--- src/hw/rtl/wtm_pkg.sv ---
// Shared constants for the windowed throughput meter: command codes and field widths.
`default_nettype none
package wtm_pkg;

    // Command codes carried in s_axis_tuser
    localparam logic [1:0] CMD_TICK   = 2'd0;
    localparam logic [1:0] CMD_REPORT = 2'd1;
    localparam logic [1:0] CMD_START  = 2'd2;
    localparam logic [1:0] CMD_STOP   = 2'd3;

    // Fixed field widths
    localparam int CMD_W     = 2;
    localparam int ITEM_IN_W = 32;
    localparam int WS_W      = 16;
    localparam int IDX_W     = 48;
    localparam int ITEMS_W   = 48;
    localparam int MS_W      = 40;
    localparam int RATE_W    = 64;

    // Packed stream widths (tdata padded to whole bytes)
    localparam int S_TDATA_W = 40;
    localparam int S_TUSER_W = CMD_W;
    localparam int M_TDATA_W = IDX_W + ITEMS_W + MS_W + RATE_W + ITEMS_W + MS_W + RATE_W;
    localparam int M_TUSER_W = 2;

endpackage
`default_nettype wire

--- src/hw/rtl/wtm_div.sv ---
// Bit-serial restoring divider: one quotient bit per cycle.
`default_nettype none
module wtm_div
    import wtm_pkg::*;
#(
    parameter int DVW = 40
) (
    input  wire logic              i_clk,
    input  wire logic              i_rst_n,
    input  wire logic              i_start,
    input  wire logic [RATE_W-1:0] i_dividend,
    input  wire logic [DVW-1:0]    i_divisor,
    output logic                   o_busy,
    output logic                   o_done,
    output logic [RATE_W-1:0]      o_quotient,
    output logic [DVW-1:0]         o_remainder
);

    localparam int CW = $clog2(RATE_W + 1);

    logic [CW-1:0]     r_cnt;
    logic              r_done;
    logic [RATE_W-1:0] r_quo;     // dividend shifts out the top, quotient shifts in below
    logic [DVW-1:0]    r_rem;
    logic [DVW-1:0]    r_dvs;

    logic [DVW:0] trial;
    logic [DVW:0] diff;
    logic         fits;

    assign trial = {r_rem, r_quo[RATE_W-1]};
    assign diff  = trial - {1'b0, r_dvs};
    assign fits  = (trial >= {1'b0, r_dvs});

    always_ff @(posedge i_clk) begin
        if (!i_rst_n) begin
            r_cnt  <= '0;
            r_done <= 1'b0;
        end else begin
            r_done <= !i_start && (r_cnt == CW'(1));
            if (i_start) begin
                r_cnt <= CW'(RATE_W);
            end else if (r_cnt != '0) begin
                r_cnt <= r_cnt - CW'(1);
            end
        end
    end

    always_ff @(posedge i_clk) begin
        if (i_start) begin
            r_quo <= i_dividend;
            r_rem <= '0;
            r_dvs <= i_divisor;
        end else if (r_cnt != '0) begin
            r_quo <= {r_quo[RATE_W-2:0], fits};
            r_rem <= fits ? diff[DVW-1:0] : trial[DVW-1:0];
        end
    end

    assign o_busy      = (r_cnt != '0);
    assign o_done      = r_done;
    assign o_quotient  = r_quo;
    assign o_remainder = r_rem;

endmodule
`default_nettype wire

--- src/hw/rtl/windowed_throughput_meter_core.sv ---
// Windowed throughput meter: overall and per-window item/time accumulators with rates.
//
// Usage:
//   s_axis carries one command per transfer: tuser = command (tick, report, start,
//   stop); tdata = item_count, force_close, clear. Each accepted command yields
//   exactly one m_axis transfer with status/window_closed in tuser and the held
//   window snapshot plus current overall figures in tdata.
//   The cfg channel writes the window length in reports (0 turns windows off);
//   it is always ready and must only be written while the meter is idle.
// Sequencing:
//   One command at a time. Every command ends in a divide for the overall rate on
//   a shared bit-serial divider (one quotient bit per cycle). A report on a started
//   meter with windows on first divides the report total by the window length; a
//   report that closes a window adds a divide for the window rate.
// Reset: i_rst_n synchronous, active low; clears all accumulators and snapshots,
//   the window length returns to 16.
// Stall: the result sits in an output register; the next command is accepted
//   meanwhile, and its result waits in the last state until the register frees.
`default_nettype none
module windowed_throughput_meter_core
    import wtm_pkg::*;
#(
    parameter int COUNT_BITS = 48,
    parameter int TIME_BITS  = 40
) (
    input  wire logic                 i_clk,
    input  wire logic                 i_rst_n,
    // cfg write channel: window length in reports
    input  wire logic                 i_cfg_valid,
    output logic                      o_cfg_ready,
    input  wire logic [WS_W-1:0]      i_cfg_data,
    // command stream
    input  wire logic                 s_axis_tvalid,
    output logic                      s_axis_tready,
    input  wire logic [S_TDATA_W-1:0] s_axis_tdata,   // item_count[31:0], force_close, clear, pad
    input  wire logic [S_TUSER_W-1:0] s_axis_tuser,   // command[1:0]
    // result stream
    output logic                      m_axis_tvalid,
    input  wire logic                 m_axis_tready,
    output logic [M_TDATA_W-1:0]      m_axis_tdata,   // window_index, window_items,
                                                      // window_elapsed_ms, window_rate,
                                                      // overall_items, overall_elapsed_ms,
                                                      // overall_rate
    output logic [M_TUSER_W-1:0]      m_axis_tuser    // status, window_closed
);

    localparam int DVW = (TIME_BITS > WS_W) ? TIME_BITS : WS_W;

    // Sequencer states
    localparam logic [2:0] ST_IDLE  = 3'd0;  // waiting for a command
    localparam logic [2:0] ST_EXEC  = 3'd1;  // apply the command to the accumulators
    localparam logic [2:0] ST_MODW  = 3'd2;  // report_total / window length in flight
    localparam logic [2:0] ST_WPREP = 3'd3;  // load window rate divide
    localparam logic [2:0] ST_WDIV  = 3'd4;
    localparam logic [2:0] ST_OPREP = 3'd5;  // load overall rate divide
    localparam logic [2:0] ST_ODIV  = 3'd6;
    localparam logic [2:0] ST_OUT   = 3'd7;  // hand result to output register

    logic [2:0] r_state;

    // latched command
    logic [CMD_W-1:0]     r_cmd;
    logic [ITEM_IN_W-1:0] r_items;
    logic                 r_force;
    logic                 r_clr;

    // meter state
    logic [WS_W-1:0]       r_ws;
    logic                  r_started;
    logic                  r_o_run;
    logic                  r_w_run;
    logic [COUNT_BITS-1:0] r_o_cnt;
    logic [TIME_BITS-1:0]  r_o_time;
    logic [COUNT_BITS-1:0] r_w_cnt;
    logic [TIME_BITS-1:0]  r_w_time;
    logic [COUNT_BITS-1:0] r_rtotal;
    logic [COUNT_BITS-1:0] r_lw_cnt;
    logic [TIME_BITS-1:0]  r_lw_time;
    logic [RATE_W-1:0]     r_lw_rate;
    logic [COUNT_BITS-1:0] r_lw_idx;
    logic [RATE_W-1:0]     r_o_rate;
    logic                  r_status;
    logic                  r_closed;

    // divider operands
    logic [RATE_W-1:0] r_dvd;
    logic [DVW-1:0]    r_dvs;
    logic              r_div_start;

    // output register
    logic                 r_m_valid;
    logic [M_TDATA_W-1:0] r_m_tdata;
    logic [M_TUSER_W-1:0] r_m_tuser;

    // divider results
    logic              div_busy;
    logic              div_done;
    logic [RATE_W-1:0] div_quo;
    logic [DVW-1:0]    div_rem;

    // saturating next values
    logic [COUNT_BITS:0]   sum_o_cnt;
    logic [COUNT_BITS:0]   sum_w_cnt;
    logic [COUNT_BITS-1:0] n_o_cnt;
    logic [COUNT_BITS-1:0] n_w_cnt;
    logic [COUNT_BITS-1:0] n_rtotal;
    logic [TIME_BITS-1:0]  n_o_time;
    logic [TIME_BITS-1:0]  n_w_time;
    logic                  ws_on;
    logic                  mod_start;   // accepted report, meter started, windows on: boundary test

    assign ws_on     = (r_ws != '0);
    assign mod_start = (r_cmd == CMD_REPORT) && r_started && ws_on;
    assign sum_o_cnt = {1'b0, r_o_cnt} + (COUNT_BITS + 1)'(r_items);
    assign sum_w_cnt = {1'b0, r_w_cnt} + (COUNT_BITS + 1)'(r_items);
    assign n_o_cnt   = sum_o_cnt[COUNT_BITS] ? '1 : sum_o_cnt[COUNT_BITS-1:0];
    assign n_w_cnt   = sum_w_cnt[COUNT_BITS] ? '1 : sum_w_cnt[COUNT_BITS-1:0];
    assign n_rtotal  = (&r_rtotal) ? r_rtotal : r_rtotal + COUNT_BITS'(1);
    assign n_o_time  = (&r_o_time) ? r_o_time : r_o_time + TIME_BITS'(1);
    assign n_w_time  = (&r_w_time) ? r_w_time : r_w_time + TIME_BITS'(1);

    // 1000 * x as (x << 10) - (x << 4) - (x << 3); fits in 64 bits for x < 2^54
    function automatic logic [RATE_W-1:0] f_scale(input logic [COUNT_BITS-1:0] x);
        logic [RATE_W-1:0] v;
        v = RATE_W'(x);
        return (v << 10) - (v << 4) - (v << 3);
    endfunction

    assign s_axis_tready = (r_state == ST_IDLE);
    assign o_cfg_ready   = 1'b1;

    always_ff @(posedge i_clk) begin
        if (!i_rst_n) begin
            r_ws <= WS_W'(16);
        end else if (i_cfg_valid) begin
            r_ws <= i_cfg_data;
        end
    end

    always_ff @(posedge i_clk) begin
        if (s_axis_tvalid && s_axis_tready) begin
            r_cmd   <= s_axis_tuser[CMD_W-1:0];
            r_items <= s_axis_tdata[ITEM_IN_W-1:0];
            r_force <= s_axis_tdata[ITEM_IN_W];
            r_clr   <= s_axis_tdata[ITEM_IN_W+1];
        end
    end

    always_ff @(posedge i_clk) begin
        if (!i_rst_n) begin
            r_state     <= ST_IDLE;
            r_started   <= 1'b0;
            r_o_run     <= 1'b0;
            r_w_run     <= 1'b0;
            r_o_cnt     <= '0;
            r_o_time    <= '0;
            r_w_cnt     <= '0;
            r_w_time    <= '0;
            r_rtotal    <= '0;
            r_lw_cnt    <= '0;
            r_lw_time   <= '0;
            r_lw_rate   <= '0;
            r_lw_idx    <= '0;
            r_o_rate    <= '0;
            r_status    <= 1'b0;
            r_closed    <= 1'b0;
            r_div_start <= 1'b0;
            r_m_valid   <= 1'b0;
        end else begin
            // divider kicked off from the prep states and from a windowed report
            r_div_start <= (r_state == ST_WPREP) || (r_state == ST_OPREP) ||
                           ((r_state == ST_EXEC) && mod_start);
            if ((r_state == ST_OUT) && (!r_m_valid || m_axis_tready)) begin
                r_m_valid <= 1'b1;
            end else if (m_axis_tready) begin
                r_m_valid <= 1'b0;
            end
            case (r_state)
                ST_IDLE: begin
                    if (s_axis_tvalid) begin
                        r_state <= ST_EXEC;
                    end
                end
                ST_EXEC: begin
                    r_status <= (r_cmd == CMD_REPORT) && !r_started;
                    r_closed <= 1'b0;
                    r_state  <= mod_start ? ST_MODW : ST_OPREP;
                    case (r_cmd)
                        CMD_TICK: begin
                            if (r_o_run) begin
                                r_o_time <= n_o_time;
                            end
                            if (r_w_run) begin
                                r_w_time <= n_w_time;
                            end
                        end
                        CMD_REPORT: begin
                            if (r_started) begin
                                r_rtotal <= n_rtotal;
                                r_o_cnt  <= n_o_cnt;
                                if (ws_on) begin
                                    // window boundary test: report_total mod window length
                                    r_w_cnt <= n_w_cnt;
                                    r_dvd   <= RATE_W'(n_rtotal);
                                    r_dvs   <= DVW'(r_ws);
                                end
                            end
                        end
                        CMD_START: begin
                            r_started <= 1'b1;
                            r_o_run   <= 1'b1;
                            if (ws_on) begin
                                r_w_run <= 1'b1;
                            end
                            if (r_clr) begin
                                r_o_cnt  <= '0;
                                r_o_time <= '0;
                                if (ws_on) begin
                                    r_w_cnt  <= '0;
                                    r_w_time <= '0;
                                end
                            end
                        end
                        CMD_STOP: begin
                            r_o_run <= 1'b0;
                            r_w_run <= 1'b0;
                            if (r_clr) begin
                                r_o_cnt  <= '0;
                                r_o_time <= '0;
                                r_w_cnt  <= '0;
                                r_w_time <= '0;
                            end
                        end
                        default: begin
                        end
                    endcase
                end
                ST_MODW: begin
                    if (div_done) begin
                        if (r_force || (div_rem == '0)) begin
                            // close: snapshot and restart the window
                            r_lw_cnt  <= r_w_cnt;
                            r_lw_time <= (r_w_time == '0) ? TIME_BITS'(1) : r_w_time;
                            // index = (total - 1) / size, from total / size
                            r_lw_idx  <= (div_rem == '0) ?
                                         div_quo[COUNT_BITS-1:0] - COUNT_BITS'(1) :
                                         div_quo[COUNT_BITS-1:0];
                            r_w_cnt   <= '0;
                            r_w_time  <= '0;
                            r_w_run   <= 1'b1;
                            r_closed  <= 1'b1;
                            r_state   <= ST_WPREP;
                        end else begin
                            r_state <= ST_OPREP;
                        end
                    end
                end
                ST_WPREP: begin
                    r_dvd   <= f_scale(r_lw_cnt);
                    r_dvs   <= DVW'(r_lw_time);
                    r_state <= ST_WDIV;
                end
                ST_WDIV: begin
                    if (div_done) begin
                        r_lw_rate <= div_quo;
                        r_state   <= ST_OPREP;
                    end
                end
                ST_OPREP: begin
                    r_dvd   <= f_scale(r_o_cnt);
                    r_dvs   <= (r_o_time == '0) ? DVW'(1) : DVW'(r_o_time);
                    r_state <= ST_ODIV;
                end
                ST_ODIV: begin
                    if (div_done) begin
                        r_o_rate <= div_quo;
                        r_state  <= ST_OUT;
                    end
                end
                ST_OUT: begin
                    if (!r_m_valid || m_axis_tready) begin
                        r_state <= ST_IDLE;
                    end
                end
                default: begin
                    r_state <= ST_IDLE;
                end
            endcase
        end
    end

    // result payload, loaded together with r_m_valid
    always_ff @(posedge i_clk) begin
        if ((r_state == ST_OUT) && (!r_m_valid || m_axis_tready)) begin
            r_m_tuser <= {r_closed, r_status};
            r_m_tdata <= {r_o_rate, MS_W'(r_o_time), ITEMS_W'(r_o_cnt),
                          r_lw_rate, MS_W'(r_lw_time), ITEMS_W'(r_lw_cnt),
                          IDX_W'(r_lw_idx)};
        end
    end

    assign m_axis_tvalid = r_m_valid;
    assign m_axis_tdata  = r_m_tdata;
    assign m_axis_tuser  = r_m_tuser;

    wtm_div #(
        .DVW (DVW)
    ) u_div (
        .i_clk       (i_clk),
        .i_rst_n     (i_rst_n),
        .i_start     (r_div_start),
        .i_dividend  (r_dvd),
        .i_divisor   (r_dvs),
        .o_busy      (div_busy),
        .o_done      (div_done),
        .o_quotient  (div_quo),
        .o_remainder (div_rem)
    );

    // divider is never restarted mid-division
    a_no_restart: assert property (@(posedge i_clk) disable iff (!i_rst_n)
        r_div_start |-> !div_busy)
        else $error("divider started while busy");

    // nothing left in the divider once the sequencer is back at idle
    a_idle_div_quiet: assert property (@(posedge i_clk) disable iff (!i_rst_n)
        (r_state == ST_IDLE) |-> (!div_busy && !r_div_start))
        else $error("divider active while idle");

    // an ignored report never closes a window
    a_ignored_not_closed: assert property (@(posedge i_clk) disable iff (!i_rst_n)
        m_axis_tvalid |-> !(m_axis_tuser[0] && m_axis_tuser[1]))
        else $error("ignored report flagged as closing a window");

    // an accepted command is executed on the next cycle
    a_accept_exec: assert property (@(posedge i_clk) disable iff (!i_rst_n)
        (s_axis_tvalid && s_axis_tready) |=> (r_state == ST_EXEC))
        else $error("accepted command not executed");

endmodule
`default_nettype wire
--- config.mk ---
export PLATFORM = sky130hd
export DESIGN_NAME = windowed_throughput_meter_core
export DESIGN_NICKNAME = d
export VERILOG_FILES = /design/src/hw/rtl/wtm_pkg.sv /design/src/hw/rtl/wtm_div.sv /design/src/hw/rtl/windowed_throughput_meter_core.sv
export SDC_FILE = /design/constraint.sdc
export NUM_CORES = 2
export LEC_CHECK = 0
export ABC_AREA = 1
export BUFFER_PORTS_ARGS = -buffer_cell sky130_fd_sc_hd__clkbuf_2
export CAP_MARGIN = 10
export CORE_MARGIN = 3
export CORE_UTILIZATION = 35
export DETAILED_ROUTE_END_ITERATION = 10
export SYNTH_ARGS = -nofsm -noshare
export SYNTH_HDL_FRONTEND = slang
export SYNTH_SLANG_ARGS = --single-unit
--- constraint.sdc ---
create_clock -name i_clk -period 40.2 [get_ports i_clk]
set_input_delay 4.02 -clock i_clk [delete_from_list [all_inputs] [get_ports i_clk]]
set_output_delay 4.02 -clock i_clk [all_outputs]
set_load 0.1 [all_outputs]
==> flow_summary.json <==
{
  "ant_nets": 0,
  "setup_viol": 0,
  "layout-drive-gt1-share_pct": 8.69,
  "vias": 63200,
  "core-area_um2": 193000,
  "intPower_w": 0.00285,
  "skew_ns": 0.0551,
  "drtIter0Drc": 5699,
  "post-cts-setup-buffers": 0,
  "leakage_nw": 32.8,
  "drc_errors": 0,
  "netlist_area_um2": 68400,
  "drt_wl_total_um": 255000,
  "clockBufferDepth": 3,
  "worstHoldPathCells": 0,
  "status": "complete, no violations",
  "grt_pass1_wl_um": 377000,
  "power_density_nw_per_um2": 67.7,
  "hold_path_class": "reg2reg",
  "tightest_slew_ns": 1.13,
  "dp.cells": 11900,
  "die_w_um": 448,
  "fill_cells": 20000,
  "p_sw_share_pct": 45.8,
  "numCtsBuffers": 130,
  "final_common_cell": "nand2_1",
  "globalplace.congestion": 0.979,
  "ys_seq_elements": 1156,
  "post_drt_wl_per_cell_um": 21.1,
  "irDropWorstVdd_v": 0.0000451,
  "antenna_found_initial": 3,
  "critPathMaxFanout": 7,
  "grt_setup_unrepaired": "false",
  "slew_headroom_pct": 24.8,
  "dr.pass1.iters": 6,
  "port_buffers": 412,
  "io_pins": 420,
  "finalCritPeriodShare_pct": 16.1,
  "clock_sinks": 1156,
  "cp-start-kind": "flop",
  "endpoint_kind": "output pin",
  "fp.dieArea_um2": 201000,
  "ctsResizeCount": 0,
  "hpwl_um": 199000,
  "area_delta_synth_final_pct": 13.3,
  "arrival_ns": 2.46,
  "clk_pin_slew_worst_paths_ns": 0.06,
  "ys.flop_type": "edfxtp_1",
  "critPathRequiredTime_ns": 36.18,
  "seq_area_frac_synth_pct": 42.5,
  "grt_pass1_vias": 60000,
  "layout_min_cycle_time_ns": 6.48,
  "reg2reg_depth": 25,
  "async_flop_share_pct": 0,
  "initial_core_util_pct": 35.4,
  "die_h_um": 448,
  "power_frac_seq_pct": 28.9,
  "p_clk_share_pct": 24.1,
  "max_freq_mhz": 154,
  "grt_overflow": 0,
  "cts_tree": "built",
  "final_core_util_pct": 40.1,
  "most-common-layout-cells": "nand2_1, inv_1, nor2_1, a21oi_1, o21ai_0",
  "grt_max_degree": 123,
  "worstSkewPairLatency_ns": 0.84,
  "drv_slew": 0,
  "syn_inst": 9150,
  "rows": 161,
  "power_frac_comb_pct": 47.0,
  "synth_edf_count": 594,
  "cts.htree.levels": 4,
  "ys_warn_count": 0,
  "viasPerCell": 5.22,
  "hold_violations": 0,
  "crit_type": "reg2out",
  "final_cells": 12100,
  "holdWs_ns": 0.401,
  "finalSetupTns_ns": 0,
  "final_nets": 9832,
  "grtUsageTotal_pct": 24.7,
  "synth.distinct_cells": 69,
  "p_sw_w": 0.00240,
  "holdBufCountCts": 0,
  "cts_root_buf": "clkbuf_16",
  "syn_area_per_cell_um2": 7.48,
  "drv_cap": 0,
  "syn_nets": 9510
}
critical path, stage by stage, from the launching register on:
cell      delay, ns
dfxtp_1        0.43
nor2_4         0.17
inv_2          0.06
nor2_1         0.42
clkbuf_2       0.56
final cells by class:
cell class	count	area, um2	area share [%]
antenna	2	5.00	0.00646
tap	2526	3160	4.08
timing repair buffer	456	2410	3.11
multi-input combinational	6514	33700	43.5
clock inverter	80	1070	1.38
inverter	1214	4570	5.90
clock buffer	162	3480	4.50
sequential	1156	29100	37.5
cells in the mapped netlist (97+ instances only):
cell,count,area [um2]
clkbuf_1,188,706
nand4_1,127,795
xor2_1,223,1950
ha_1,294,3680
edfxtp_1,594,17800
nor2_1,899,3370
o21ai_0,623,3120
nand2_1,2173,8160
xnor2_1,97,850
a21oi_1,850,4250
nor3_1,157,786
dfxtp_1,562,11300
nand3_1,494,2470
inv_1,1181,4430
layer usage:
layer / up-vias / wire length [um] / track usage [%]
li1: 31100 / - / -
met2: 1966 / 115000 / 39.9
met5: - / 0 / 0
met4: 0 / 10700 / 9.64
met3: 370 / 14000 / 3.03
met1: 29800 / 115000 / 33.8
registers in the layout, indices dropped and copies added (netlist names), 48 cells and up:
register	flops
r_rtotal	48
u_div.o_quotient	64
m_axis_tdata	352
r_o_cnt	48
r_o_rate	64
r_lw_cnt	48
r_w_cnt	48
r_lw_rate	64
r_dvd	60
r_lw_idx	48
worst paths after layout:
kind,slack (ns),endpoint,from
max,33.72,s_axis_tready,r_state[2]$_SDFFE_PN0P_
min,0.40,u_div.r_dvs[36]$_DFFE_PP_,r_dvs[36]$_DFFE_PP_
max reg2reg,34.38,r_dvd[52]$_DFFE_PP_,r_lw_cnt[8]$_SDFFE_PN0P_
min reg2reg,0.40,u_div.r_dvs[36]$_DFFE_PP_,r_dvs[36]$_DFFE_PP_
logic make-up after synthesis:
logic type	share of synthesized area, %
adders and majority gates	5.46
xor gates and xnor gates	4.10
muxes	0.0146
buffers and inverters	8.33
DFF	42.5
AOI/OAI and AO/OA	14.5
other	0.00548
and+or+nand+nor	25.1
through the flow:
step | worst slack, ns | cell area [um2] | total power [W]
2_1_floorplan | 20.40 | 68400 | 0.00323
3_3_place_gp | 33.25 | 72900 | 0.00395
3_5_place_dp | 33.21 | 72900 | 0.00397
4_1_cts | 33.63 | 77500 | 0.00524
5_1_grt | 33.68 | 77500 | 0.00561
6_report | 33.72 | 77500 | 0.00525
power groups by stage:
stage | registers, W | clock network, W | logic (W)
final | 0.00152 | 0.00126 | 0.00247
after global routing | 0.00153 | 0.00134 | 0.00274
after CTS | 0.00152 | 0.00129 | 0.00243
after detailed placement | 0.00154 | 0 | 0.00243
after global placement | 0.00154 | 0 | 0.00241
after floorplan | 0.00150 | 0 | 0.00173
Note: power is estimated with default switching activity, not from simulation.
